### src/design/ttss_pkg.sv
// Shared types and constants for the tick task scheduler table.
`default_nettype none

package ttss_pkg;

   localparam int TASK_SLOTS = 8;
   localparam int IDX_W      = (TASK_SLOTS > 1) ? $clog2(TASK_SLOTS) : 1;
   localparam int CNT_W      = $clog2(TASK_SLOTS + 1);

   typedef enum logic [1:0] {
      MODE_TICK     = 2'd0,
      MODE_ADD      = 2'd1,
      MODE_DELETE   = 2'd2,
      MODE_DISPATCH = 2'd3
   } mode_type;

   typedef enum logic [1:0] {
      STAT_OK       = 2'd0,
      STAT_FULL     = 2'd1,
      STAT_NONE_DUE = 2'd2,
      STAT_EMPTY    = 2'd3
   } status_type;

   typedef enum logic {
      FSM_IDLE,
      FSM_SWEEP
   } fsm_type;

   typedef struct packed {
      logic [7:0]  tag;
      logic [15:0] delay;
      logic [15:0] period;
      logic [7:0]  pending;
   } slot_entry_type;

   typedef struct packed {
      logic emit;
      logic keep;
      logic due;
   } slot_flags_type;

endpackage

`default_nettype wire

### src/design/ttss_if.sv
// Request and response channel interfaces of the tick task scheduler table.
`default_nettype none

interface ttss_req_if;
   logic        valid;
   logic        ready;
   logic [1:0]  mode;
   logic [7:0]  task_tag;
   logic [15:0] first_delay;
   logic [15:0] repeat_period;
   logic [2:0]  slot_number;

   modport source (output valid, output mode, output task_tag, output first_delay,
                   output repeat_period, output slot_number, input ready);
   modport sink   (input valid, input mode, input task_tag, input first_delay,
                   input repeat_period, input slot_number, output ready);
endinterface

interface ttss_rsp_if;
   logic       valid;
   logic       ready;
   logic [3:0] slot_index;
   logic [7:0] run_tag;
   logic [1:0] status;
   logic       last;

   modport source (output valid, output slot_index, output run_tag, output status,
                   output last, input ready);
   modport sink   (input valid, input slot_index, input run_tag, input status,
                   input last, output ready);
endinterface

`default_nettype wire

### src/design/ttss_slot_upd.sv
// Per-slot update for tick aging and dispatch of one table entry.
`default_nettype none

module ttss_slot_upd
   import ttss_pkg::*;
(
   input  logic           dispatch,
   input  logic           slot_valid,
   input  slot_entry_type entry_in,
   output slot_entry_type entry_out,
   output slot_flags_type flags
);

   logic pend_nz;
   logic delay_z;
   logic period_nz;

   always_comb begin
      pend_nz   = (entry_in.pending != 8'd0);
      delay_z   = (entry_in.delay == 16'd0);
      period_nz = (entry_in.period != 16'd0);
      entry_out = entry_in;
      flags     = '0;
      if (dispatch) begin
         flags.keep = slot_valid;
         if (slot_valid && pend_nz) begin
            flags.emit        = 1'b1;
            entry_out.pending = entry_in.pending - 8'd1;
            flags.keep        = period_nz;
            flags.due         = period_nz && (entry_in.pending != 8'd1);
         end
      end else begin
         flags.keep = slot_valid;
         if (slot_valid) begin
            if (delay_z) begin
               if (entry_in.pending != 8'hFF) begin
                  entry_out.pending = entry_in.pending + 8'd1;
               end
               if (period_nz) begin
                  entry_out.delay = entry_in.period;
               end
               flags.due = 1'b1;
            end else begin
               entry_out.delay = entry_in.delay - 16'd1;
               flags.due       = pend_nz;
            end
         end
      end
   end

endmodule

`default_nettype wire

### src/design/tick_task_scheduler_table.sv
// Top level of the tick task scheduler table: slot memory, sweep control, response register.
//
//   channel | dir | handshake        | payload
//   req     | in  | valid / ready    | mode, task_tag, first_delay, repeat_period, slot_number
//   rsp     | out | valid / ready    | slot_index, run_tag, status, last
//
// Add, delete and a dispatch with nothing due are answered from the idle state without a sweep.
// Tick and dispatch sweep the slot memory: one read per slot into a read data register,
// then the updated entry is written back to the same memory.
// Reset clears the slot valid and due bits; the memory needs no clearing.
// A dispatch result that finds the response register full holds the sweep until it drains.
// A new request is taken only between sweeps and while the response register can load.
`default_nettype none

module tick_task_scheduler_table
   import ttss_pkg::*;
(
   input  logic        clock,
   input  logic        reset,
   ttss_req_if.sink    req,
   ttss_rsp_if.source  rsp
);

   fsm_type              state_ff, state_in;
   logic                 op_disp_ff, op_disp_in;
   logic [CNT_W-1:0]     rd_cnt_ff, rd_cnt_in;
   logic                 p_valid_ff, p_valid_in;
   logic [IDX_W-1:0]     p_idx_ff, p_idx_in;
   logic [TASK_SLOTS-1:0] valid_ff, valid_in;
   logic [TASK_SLOTS-1:0] due_ff, due_in;

   slot_entry_type       slot_mem_ff [TASK_SLOTS];
   slot_entry_type       rd_data_ff;

   logic                 rsp_valid_ff, rsp_valid_in;
   logic [3:0]           rsp_index_ff, rsp_index_in;
   logic [7:0]           rsp_tag_ff, rsp_tag_in;
   status_type           rsp_status_ff, rsp_status_in;
   logic                 rsp_last_ff, rsp_last_in;
   logic                 rsp_load;

   logic                 out_free;
   logic                 accept;
   mode_type             req_mode;
   logic                 full;
   logic [IDX_W-1:0]     free_idx;
   logic [IDX_W-1:0]     del_idx;
   logic                 del_in_range;
   logic                 stall;
   logic                 proc;
   logic                 issue;
   logic                 later_due;
   logic                 mem_we;
   logic [IDX_W-1:0]     mem_wa;
   slot_entry_type       mem_wd;
   logic [IDX_W-1:0]     mem_ra;

   slot_entry_type       upd_entry;
   slot_flags_type       upd_flags;

   ttss_slot_upd u_slot_upd (
      .dispatch   (op_disp_ff),
      .slot_valid (valid_ff[p_idx_ff]),
      .entry_in   (rd_data_ff),
      .entry_out  (upd_entry),
      .flags      (upd_flags)
   );

   assign out_free  = !rsp_valid_ff || rsp.ready;
   assign req.ready = (state_ff == FSM_IDLE) && out_free;
   assign accept    = req.valid && req.ready;
   assign req_mode  = mode_type'(req.mode);

   assign rsp.valid      = rsp_valid_ff;
   assign rsp.slot_index = rsp_index_ff;
   assign rsp.run_tag    = rsp_tag_ff;
   assign rsp.status     = rsp_status_ff;
   assign rsp.last       = rsp_last_ff;

   assign full         = &valid_ff;
   assign del_idx      = IDX_W'(req.slot_number);
   assign del_in_range = ($unsigned(req.slot_number) < TASK_SLOTS);

   always_comb begin
      free_idx = '0;
      for (int i = TASK_SLOTS - 1; i >= 0; i--) begin
         if (!valid_ff[i]) begin
            free_idx = IDX_W'(i);
         end
      end
   end

   always_comb begin
      later_due = 1'b0;
      for (int i = 0; i < TASK_SLOTS; i++) begin
         if (IDX_W'(i) > p_idx_ff && due_ff[i]) begin
            later_due = 1'b1;
         end
      end
   end

   assign stall = p_valid_ff && upd_flags.emit && !out_free;
   assign proc  = p_valid_ff && !stall;
   assign issue = (state_ff == FSM_SWEEP) && (rd_cnt_ff != CNT_W'(TASK_SLOTS)) && !stall;
   assign mem_ra = rd_cnt_ff[IDX_W-1:0];

   always_comb begin
      state_in      = state_ff;
      op_disp_in    = op_disp_ff;
      rd_cnt_in     = rd_cnt_ff;
      p_valid_in    = p_valid_ff;
      p_idx_in      = p_idx_ff;
      valid_in      = valid_ff;
      due_in        = due_ff;
      mem_we        = 1'b0;
      mem_wa        = p_idx_ff;
      mem_wd        = upd_entry;
      rsp_load      = 1'b0;
      rsp_index_in  = rsp_index_ff;
      rsp_tag_in    = rsp_tag_ff;
      rsp_status_in = rsp_status_ff;
      rsp_last_in   = rsp_last_ff;

      unique case (state_ff)
         FSM_IDLE: begin
            if (accept) begin
               rsp_tag_in  = 8'd0;
               rsp_last_in = 1'b1;
               unique case (req_mode)
                  MODE_TICK: begin
                     state_in   = FSM_SWEEP;
                     op_disp_in = 1'b0;
                     rd_cnt_in  = '0;
                     p_valid_in = 1'b0;
                  end
                  MODE_ADD: begin
                     rsp_load = 1'b1;
                     if (full) begin
                        rsp_index_in  = 4'(TASK_SLOTS);
                        rsp_status_in = STAT_FULL;
                     end else begin
                        rsp_index_in      = 4'(free_idx);
                        rsp_status_in     = STAT_OK;
                        mem_we            = 1'b1;
                        mem_wa            = free_idx;
                        mem_wd.tag        = req.task_tag;
                        mem_wd.delay      = req.first_delay;
                        mem_wd.period     = req.repeat_period;
                        mem_wd.pending    = 8'd0;
                        valid_in[free_idx] = 1'b1;
                        due_in[free_idx]   = 1'b0;
                     end
                  end
                  MODE_DELETE: begin
                     rsp_load      = 1'b1;
                     rsp_index_in  = 4'(req.slot_number);
                     rsp_status_in = STAT_EMPTY;
                     if (del_in_range) begin
                        if (valid_ff[del_idx]) begin
                           rsp_status_in = STAT_OK;
                        end
                        valid_in[del_idx] = 1'b0;
                        due_in[del_idx]   = 1'b0;
                     end
                  end
                  MODE_DISPATCH: begin
                     if (|due_ff) begin
                        state_in   = FSM_SWEEP;
                        op_disp_in = 1'b1;
                        rd_cnt_in  = '0;
                        p_valid_in = 1'b0;
                     end else begin
                        rsp_load      = 1'b1;
                        rsp_index_in  = 4'(TASK_SLOTS);
                        rsp_status_in = STAT_NONE_DUE;
                     end
                  end
                  default: begin
                  end
               endcase
            end
         end
         FSM_SWEEP: begin
            if (proc) begin
               mem_we              = 1'b1;
               valid_in[p_idx_ff]  = upd_flags.keep;
               due_in[p_idx_ff]    = upd_flags.due;
               if (upd_flags.emit) begin
                  rsp_load      = 1'b1;
                  rsp_index_in  = 4'(p_idx_ff);
                  rsp_tag_in    = rd_data_ff.tag;
                  rsp_status_in = STAT_OK;
                  rsp_last_in   = !later_due;
               end
            end
            if (!stall) begin
               p_valid_in = issue;
               if (issue) begin
                  p_idx_in  = mem_ra;
                  rd_cnt_in = rd_cnt_ff + CNT_W'(1);
               end
            end
            if (rd_cnt_ff == CNT_W'(TASK_SLOTS) && !p_valid_ff) begin
               state_in = FSM_IDLE;
            end
         end
         default: begin
            state_in = FSM_IDLE;
         end
      endcase

      rsp_valid_in = rsp_load ? 1'b1 : (rsp.ready ? 1'b0 : rsp_valid_ff);
   end

   always_ff @(posedge clock) begin
      if (reset) begin
         state_ff     <= FSM_IDLE;
         p_valid_ff   <= 1'b0;
         rd_cnt_ff    <= '0;
         valid_ff     <= '0;
         due_ff       <= '0;
         rsp_valid_ff <= 1'b0;
      end else begin
         state_ff     <= state_in;
         p_valid_ff   <= p_valid_in;
         rd_cnt_ff    <= rd_cnt_in;
         valid_ff     <= valid_in;
         due_ff       <= due_in;
         rsp_valid_ff <= rsp_valid_in;
      end
   end

   always_ff @(posedge clock) begin
      op_disp_ff <= op_disp_in;
      p_idx_ff   <= p_idx_in;
      if (rsp_load) begin
         rsp_index_ff  <= rsp_index_in;
         rsp_tag_ff    <= rsp_tag_in;
         rsp_status_ff <= rsp_status_in;
         rsp_last_ff   <= rsp_last_in;
      end
   end

   always_ff @(posedge clock) begin
      if (mem_we) begin
         slot_mem_ff[mem_wa] <= mem_wd;
      end
   end

   always_ff @(posedge clock) begin
      if (issue) begin
         rd_data_ff <= slot_mem_ff[mem_ra];
      end
   end

   a_due_needs_valid: assert property (@(posedge clock) disable iff (reset)
      (due_ff & ~valid_ff) == '0)
      else $error("due bit set on an empty slot");

   a_cnt_bound: assert property (@(posedge clock) disable iff (reset)
      rd_cnt_ff <= CNT_W'(TASK_SLOTS))
      else $error("sweep counter past table end");

   a_stall_holds_slot: assert property (@(posedge clock) disable iff (reset)
      stall |=> p_valid_ff && $stable(p_idx_ff))
      else $error("slot in flight lost during stall");

   a_none_due_last: assert property (@(posedge clock) disable iff (reset)
      rsp_valid_ff && (rsp_status_ff != STAT_OK) |-> rsp_last_ff)
      else $error("status response without last");

   a_no_accept_in_sweep: assert property (@(posedge clock) disable iff (reset)
      (state_ff == FSM_SWEEP) |-> !req.ready)
      else $error("request taken during sweep");

endmodule

`default_nettype wire
### src/flat_wrapper.sv
// flat-port wrapper written by rule: the top's interface ports become plain ports
module tick_task_scheduler_table_flat import ttss_pkg::*;
  (clock, reset, req_valid, req_mode, req_task_tag, req_first_delay, req_repeat_period, req_slot_number, req_ready, rsp_valid, rsp_slot_index, rsp_run_tag, rsp_status, rsp_last, rsp_ready);
  ttss_req_if req_i ();
  ttss_rsp_if rsp_i ();
  input  logic clock;
  input  logic reset;
  input wire logic [$bits(req_i.valid)-1:0] req_valid;
  input wire logic [$bits(req_i.mode)-1:0] req_mode;
  input wire logic [$bits(req_i.task_tag)-1:0] req_task_tag;
  input wire logic [$bits(req_i.first_delay)-1:0] req_first_delay;
  input wire logic [$bits(req_i.repeat_period)-1:0] req_repeat_period;
  input wire logic [$bits(req_i.slot_number)-1:0] req_slot_number;
  output wire logic [$bits(req_i.ready)-1:0] req_ready;
  output wire logic [$bits(rsp_i.valid)-1:0] rsp_valid;
  output wire logic [$bits(rsp_i.slot_index)-1:0] rsp_slot_index;
  output wire logic [$bits(rsp_i.run_tag)-1:0] rsp_run_tag;
  output wire logic [$bits(rsp_i.status)-1:0] rsp_status;
  output wire logic [$bits(rsp_i.last)-1:0] rsp_last;
  input wire logic [$bits(rsp_i.ready)-1:0] rsp_ready;
  assign req_i.valid = req_valid;
  assign req_i.mode = req_mode;
  assign req_i.task_tag = req_task_tag;
  assign req_i.first_delay = req_first_delay;
  assign req_i.repeat_period = req_repeat_period;
  assign req_i.slot_number = req_slot_number;
  assign req_ready = req_i.ready;
  assign rsp_valid = rsp_i.valid;
  assign rsp_slot_index = rsp_i.slot_index;
  assign rsp_run_tag = rsp_i.run_tag;
  assign rsp_status = rsp_i.status;
  assign rsp_last = rsp_i.last;
  assign rsp_i.ready = rsp_ready;
  tick_task_scheduler_table u_core (.clock(clock), .reset(reset), .req(req_i), .rsp(rsp_i));
endmodule
### config.mk
export PLATFORM = sky130hd
export DESIGN_NAME = tick_task_scheduler_table_flat
export DESIGN_NICKNAME = d
export VERILOG_FILES = /design/src/design/ttss_pkg.sv /design/src/design/ttss_if.sv /design/src/design/ttss_slot_upd.sv /design/src/design/tick_task_scheduler_table.sv /design/src/flat_wrapper.sv
export SDC_FILE = /design/constraint.sdc
export NUM_CORES = 1
export LEC_CHECK = 0
export BUFFER_PORTS_ARGS = -buffer_cell sky130_fd_sc_hd__buf_2
export CAP_MARGIN = 15
export CORE_MARGIN = 2
export CORE_UTILIZATION = 55
export DETAILED_ROUTE_END_ITERATION = 8
export PLACE_DENSITY_LB_ADDON = 0.05
export SETUP_SLACK_MARGIN = 0.05
export SYNTH_ARGS = -nofsm -noshare
export SYNTH_HDL_FRONTEND = slang
export SYNTH_SLANG_ARGS = --single-unit
### constraint.sdc
create_clock -name clock -period 5.2 [get_ports clock]
set_input_delay 0.52 -clock clock [delete_from_list [all_inputs] [get_ports clock]]
set_output_delay 0.52 -clock clock [all_outputs]
set_load 0.03 [all_outputs]
==> impl_metrics.env, run 1 <==
export IMPL_outcome="completed"
export IMPL_worst_ep_arrival_time_ns=4.16
export IMPL_cp_end_kind="register"
export IMPL_cp_num_buf_inv=1
export IMPL_max_freq_mhz=253.1
export IMPL_leakagePower_nw=7.174
export IMPL_grt_max_degree=55
export IMPL_powerDensity_mw_per_mm2=350.8
export IMPL_num_rows=70
export IMPL_synth_area_leaders="edfxtp_1 (67%), mux4_2 (11%), mux2_2 (2.7%)"
export IMPL_core_sq_mm=0.03635
export IMPL_synth_warning_count=0
export IMPL_via_per_inst=6.276
export IMPL_p_int_w=0.006250
export IMPL_dr_total_vias=11400
export IMPL_syn_to_final_growth_pct=11.85
export IMPL_post_drt_wl_per_cell_um=25.26
export IMPL_seq_power_share=0.539
export IMPL_switching_share=0.2113
export IMPL_grt_pass1_wl_um=70030
export IMPL_ctsResizeCount=0
export IMPL_setup_viol=0
export IMPL_io_pins=66
export IMPL_crit_start="u_core.p_idx_ff[0]"
export IMPL_fin_skew_ns=0.01529
export IMPL_crit_fanout=28
export IMPL_ant_nets=0
export IMPL_start_util=0.5556
export IMPL_clock_sinks=474
export IMPL_required_ns=5.41
export IMPL_numCtsBuffers=49
export IMPL_hold_path_startpoint="req_mode[0]"
export IMPL_dieWidth_um=195.6
export IMPL_hpwl_um=27750
export IMPL_synth_edff_count=451
export IMPL_cts_tree="built"
export IMPL_synth_cell_type_count=75
export IMPL_startpoint_type="register"
export IMPL_nets=1374
export IMPL_min_path_type="in2reg"
export IMPL_maxSlewHeadroom=0.2285
export IMPL_syn_area_sq_mm=0.02020
export IMPL_synth_top_cell_by_area="edfxtp_1"
export IMPL_cp_depth=7
export IMPL_cts_buffer_depth=3
export IMPL_whs_ns=0.3390
export IMPL_crit_type="reg2reg"
export IMPL_finalSetupTns_ns=0
export IMPL_avgSynthCellArea_sq_um=16.17
export IMPL_htreeDepth=2
export IMPL_reg2reg_depth=7
export IMPL_cts_setup_buffers=0
export IMPL_final_cells=1816
export IMPL_cts_root_buffer="clkbuf_16"
export IMPL_clk_pin_slew_worst_paths_ns=0.06
export IMPL_path_cells="mux2i_1, a22oi_1, nand2_1, nor3_1, nand3b_1, nor2_4, buf_4"
export IMPL_finalHoldViolations=0
export IMPL_min_path_cells=3
export IMPL_power_frac_comb=0.045
export IMPL_port_buffers=65
export IMPL_grt_usage=0.2462
export IMPL_synth_main_ff_cell="edfxtp_1"
export IMPL_drc=0
export IMPL_wl_um=45880
export IMPL_cts_hold_buffers=0
export IMPL_drv_slew=0
export IMPL_layout_commonest_cell="edfxtp_1"
export IMPL_drt_iter0_drc=1074
export IMPL_max_stage_delay_ns=0.84
export IMPL_antenna_found_initial=0
export IMPL_overflow=0
export IMPL_final_cell_area_sq_mm=0.02259
export IMPL_layout_common_cells="edfxtp_1 (451), nand2_1 (127), mux4_2 (98)"
export IMPL_p_clk_frac=0.416
export IMPL_reg2reg_from="u_core.p_idx_ff[0]"
export IMPL_syn_nets=1309
export IMPL_clock_latency_ns=0.58
export IMPL_drive_gt1_frac=0.2441
export IMPL_rsz0062_at_grt="no"
export IMPL_cp_top_family="simple AND/OR/NAND/NOR gates"
export IMPL_finalCritPeriodShare=0.7599
export IMPL_place_area_sq_mm=0.02108
export IMPL_antennaDiodeCount=0
export IMPL_cp_slowest_cell="edfxtp_1"
export IMPL_p_sw_w=0.001674
export IMPL_gp_congestion=0.9023
export IMPL_worst_slew_pin_slew_ns=1.157
export IMPL_drv_cap=0
export IMPL_finalWorstPathRequiredPeriod_ns=3.951
export IMPL_ys_seq_area_frac=0.6934
export IMPL_syn_inst=1249
export IMPL_max_vdd_ir_drop_mv=0.3028
export IMPL_synth_seq_cells=474
export IMPL_place_inst=1731
export IMPL_die_y_um=195.6
export IMPL_async_flop_share=0
export IMPL_dieArea_sq_mm=0.03827
export IMPL_post_route_util=0.6214
export IMPL_drt_first_pass_iters=5
export IMPL_grt_pass1_vias=11370
export IMPL_synth_top_area_share=0.6706
-- through the flow --
stage / total power (W) / setup WS (ns)
6_report: 0.007924 / 1.249
2_1_floorplan: 0.004575 / 0.6271
3_5_place_dp: 0.004706 / 1.237
4_1_cts: 0.007998 / 1.240
3_3_place_gp: 0.004700 / 1.385
5_1_grt: 0.008182 / 0.9954
-- tightest hold or removal path, stage by stage --
cell and delay (ns):
buf_2 0.12, a21oi_1 0.07, nor2_1 0.08
-- cells in the mapped netlist (all sizes together) (19+ instances only) --
cell and instances:
edfxtp 451, nand2 127, mux4 98, nor2 61, clkbuf 54, a21oi 48, mux2 48, o21ai 35
inv 26, dfxtp 23, nand3 23, nor3 19
-- final timing paths --
path | endpoint | slack (ns)
worst min-delay path | u_core.rsp.slot_index[3] | 0.34
worst min register to register | u_core.due_ff[0] | 0.51
worst max-delay path | u_core.slot_mem_ff[4][10] | 1.25
worst max register to register | u_core.slot_mem_ff[4][10] | 1.25
-- cell type report --
cell class                 count  area, sq um
timing repair buffer          85        513.0
tap                          468        585.6
fill                        2635        13760
clock buffer                  55         1270
multi-input combinational    677         5869
inverter                      27        101.3
sequential                   474        14010
clock inverter                30        236.5
-- logic make-up after synthesis --
kind of cell             Yosys count  synth area share
buffers and inverters             98           0.01933
AND/OR/NAND/NOR                  329           0.07912
AO/OA/AOI/OAI                    176           0.05836
XOR/XNOR                           8          0.003469
flip-flops                       474            0.6934
multiplexers                     153            0.1395
adder cells (fa/ha/maj)           11          0.006815
-- power groups by stage --
stage	Combinational [W]	Sequential, W	Clock [W]
2_1_floorplan	0.000235	0.00434	0
3_3_place_gp	0.000350	0.00435	0
3_5_place_dp	0.000355	0.00435	0
4_1_cts	0.000356	0.00427	0.00337
5_1_grt	0.000386	0.00427	0.00352
6_report	0.000354	0.00427	0.00330
-- layer usage --
metal  track usage  wire length, um  up-vias
met5             0                0        -
met4       0.06870             1045        0
met3       0.04041             2849       77
met2        0.3946            22030      438
met1        0.3550            19950     5792
li1              -                -     5091
-- sequential cells by signal, summed over array words and instances (netlist names), 2 cells and up --
signal,count
u_core.rsp.slot_index,4
u_core.rd_data_ff,48
u_core.valid_ff,8
u_core.rsp.run_tag,8
u_core.due_ff,8
u_core.rsp.status,2
u_core.p_idx_ff,3
u_core.rd_cnt_ff,4
u_core.slot_mem_ff,384
Note: power is estimated with default switching activity, not from simulation.
==> inputs of run 2 (changes only) <==
==> constraint.sdc (replaced) <==
create_clock -name clock -period 4.15 [get_ports clock]
set_input_delay 0.415 -clock clock [delete_from_list [all_inputs] [get_ports clock]]
set_output_delay 0.415 -clock clock [all_outputs]
set_load 0.03 [all_outputs]
==> run 2 against run 1 <==
Clock-buffer cell count is 6 higher. Sequential share of layout area fell by 0.62 points. Sequential power up 25%. Clock power grew 32%. Worst hold slack got worse by 0.13 ns. Design area up 1.0%. Die area unchanged. Maximum frequency is 11% higher. Global-route usage grew 0.56 points. Non-clock buffer count is 8 higher. Total power up 28%. First-iteration DRC count decreased by 7.5%. Largest cell class unchanged. Largest power group unchanged.
==> impl_metrics.env, run 2 (synthesized netlist as in run 1, its figures left out) <==
export IMPL_worst_ep_arrival_time_ns=3.84
export IMPL_drt_iter0_drc=993
export IMPL_cts_tree="built"
export IMPL_drt_first_pass_iters=5
export IMPL_htreeDepth=2
export IMPL_outcome="completed"
export IMPL_gp_congestion=0.8752
export IMPL_layout_commonest_cell="edfxtp_1"
export IMPL_finalHoldViolations=0
export IMPL_via_per_inst=6.297
export IMPL_finalWorstPathRequiredPeriod_ns=3.558
export IMPL_finalCritPeriodShare=0.8574
export IMPL_clock_latency_ns=0.59
export IMPL_cts_hold_buffers=0
export IMPL_setup_viol=0
export IMPL_layout_common_cells="edfxtp_1 (451), nand2_1 (127), mux4_2 (98)"
export IMPL_drive_gt1_frac=0.2480
export IMPL_max_freq_mhz=281.0
export IMPL_die_y_um=195.6
export IMPL_powerDensity_mw_per_mm2=445.5
export IMPL_whs_ns=0.2128
export IMPL_final_cell_area_sq_mm=0.02282
export IMPL_crit_type="reg2reg"
export IMPL_top_regs="u_core.slot_mem_ff: 384 flops, u_core.rd_data_ff: 48 flops"
export IMPL_ant_nets=0
export IMPL_grt_pass1_vias=11630
export IMPL_num_rows=70
export IMPL_grt_max_degree=101
export IMPL_fin_skew_ns=0.03104
export IMPL_drc=0
export IMPL_cts_setup_buffers=0
export IMPL_required_ns=4.43
export IMPL_post_drt_wl_per_cell_um=25.45
export IMPL_wl_um=46600
export IMPL_antennaDiodeCount=0
export IMPL_nets=1383
export IMPL_startpoint_type="register"
export IMPL_place_area_sq_mm=0.02122
export IMPL_clk_pin_slew_worst_paths_ns=0.06
export IMPL_core_sq_mm=0.03635
export IMPL_top_register="u_core.slot_mem_ff"
export IMPL_clock_sinks=474
export IMPL_io_pins=66
export IMPL_numCtsBuffers=50
export IMPL_crit_fanout=23
export IMPL_dieArea_sq_mm=0.03827
export IMPL_drv_cap=0
export IMPL_min_path_type="in2reg"
export IMPL_cts_root_buffer="clkbuf_16"
export IMPL_maxSlewHeadroom=0.3249
export IMPL_max_vdd_ir_drop_mv=0.4475
export IMPL_post_route_util=0.6277
export IMPL_ctsResizeCount=0
export IMPL_worst_slew_pin_slew_ns=1.002
export IMPL_cp_end_kind="register"
export IMPL_cts_buffer_depth=3
export IMPL_dieWidth_um=195.6
export IMPL_syn_to_final_growth_pct=12.97
export IMPL_hpwl_um=27650
export IMPL_grt_pass1_wl_um=71510
export IMPL_drv_slew=0
export IMPL_rsz0062_at_grt="no"
export IMPL_overflow=0
export IMPL_grt_usage=0.2518
export IMPL_start_util=0.5556
export IMPL_port_buffers=65
export IMPL_largest_reg_flops=384
export IMPL_dr_total_vias=11530
export IMPL_leakagePower_nw=7.280
export IMPL_antenna_found_initial=0
[run 2: changes by cell type in the layout (fill, tap and decap cells not counted), sizes merged]
cell      previous run  this run
clkinvlp             4         2
buf                 85        93
clkbuf              55        61
clkinv              24        23
inv                 26        28
bufinv               3         5
[run 2: final cells by class]
class                           count  area (sq um)
Fill cell                        2593         13530
Timing Repair Buffer               93         648.1
Clock inverter                     31         285.3
Tap cell                          468         585.6
Inverter                           27         101.3
Multi-Input combinational cell    677          5869
Sequential cell                   474         14010
Clock buffer                       61          1314
[run 2: worst paths after layout]
path | start | end | slack [ns] | cells past startpoint
worst min-delay path | req_mode[0] | u_core.rsp.slot_index[3] | 0.21 | 3
worst min register to register | u_core.due_ff[0] | u_core.due_ff[0] | 0.52 | 1
worst max-delay path | u_core.p_idx_ff[0] | u_core.slot_mem_ff[4][39] | 0.59 | 6
worst max register to register | u_core.p_idx_ff[0] | u_core.slot_mem_ff[4][39] | 0.59 | 6
[run 2: routing by layer]
metal  part of all wire  vias to the layer above  GRT usage
met3              0.066                       78    0.05216
met4              0.024                        0    0.07125
met5                  0                        -          0
met2               0.47                      411     0.3858
met1               0.45                     5923     0.3715
li1                   -                     5118          -
[run 2: power breakdown]
group,switching (W),total (W),leakage (nW),internal [W]
registers,0.0000415,0.00534,4.26,0.00530
logic,0.000299,0.000462,2.24,0.000163
clock network,0.00180,0.00436,0.776,0.00256
[run 2: worst max-delay path, stage by stage (launching register included)]
cell and delay (ns):
edfxtp_1 0.86, mux2i_1 0.16, a22oi_1 0.46, nand3_1 0.63
a211oi_1 0.40, o22ai_1 0.12, o21ai_0 0.61
[run 2: per-stage QoR]
stage	setup WS [ns]	total power, W	cells	TNS [ns]
floorplan	-0.3187	0.005733	1249	-49.19
global placement	0.8169	0.005896	1739	0
detailed placement	0.6748	0.005904	1739	0
CTS	0.6541	0.01025	1831	0
global route	0.2186	0.01047	1831	0
finish	0.5917	0.01016	1831	0
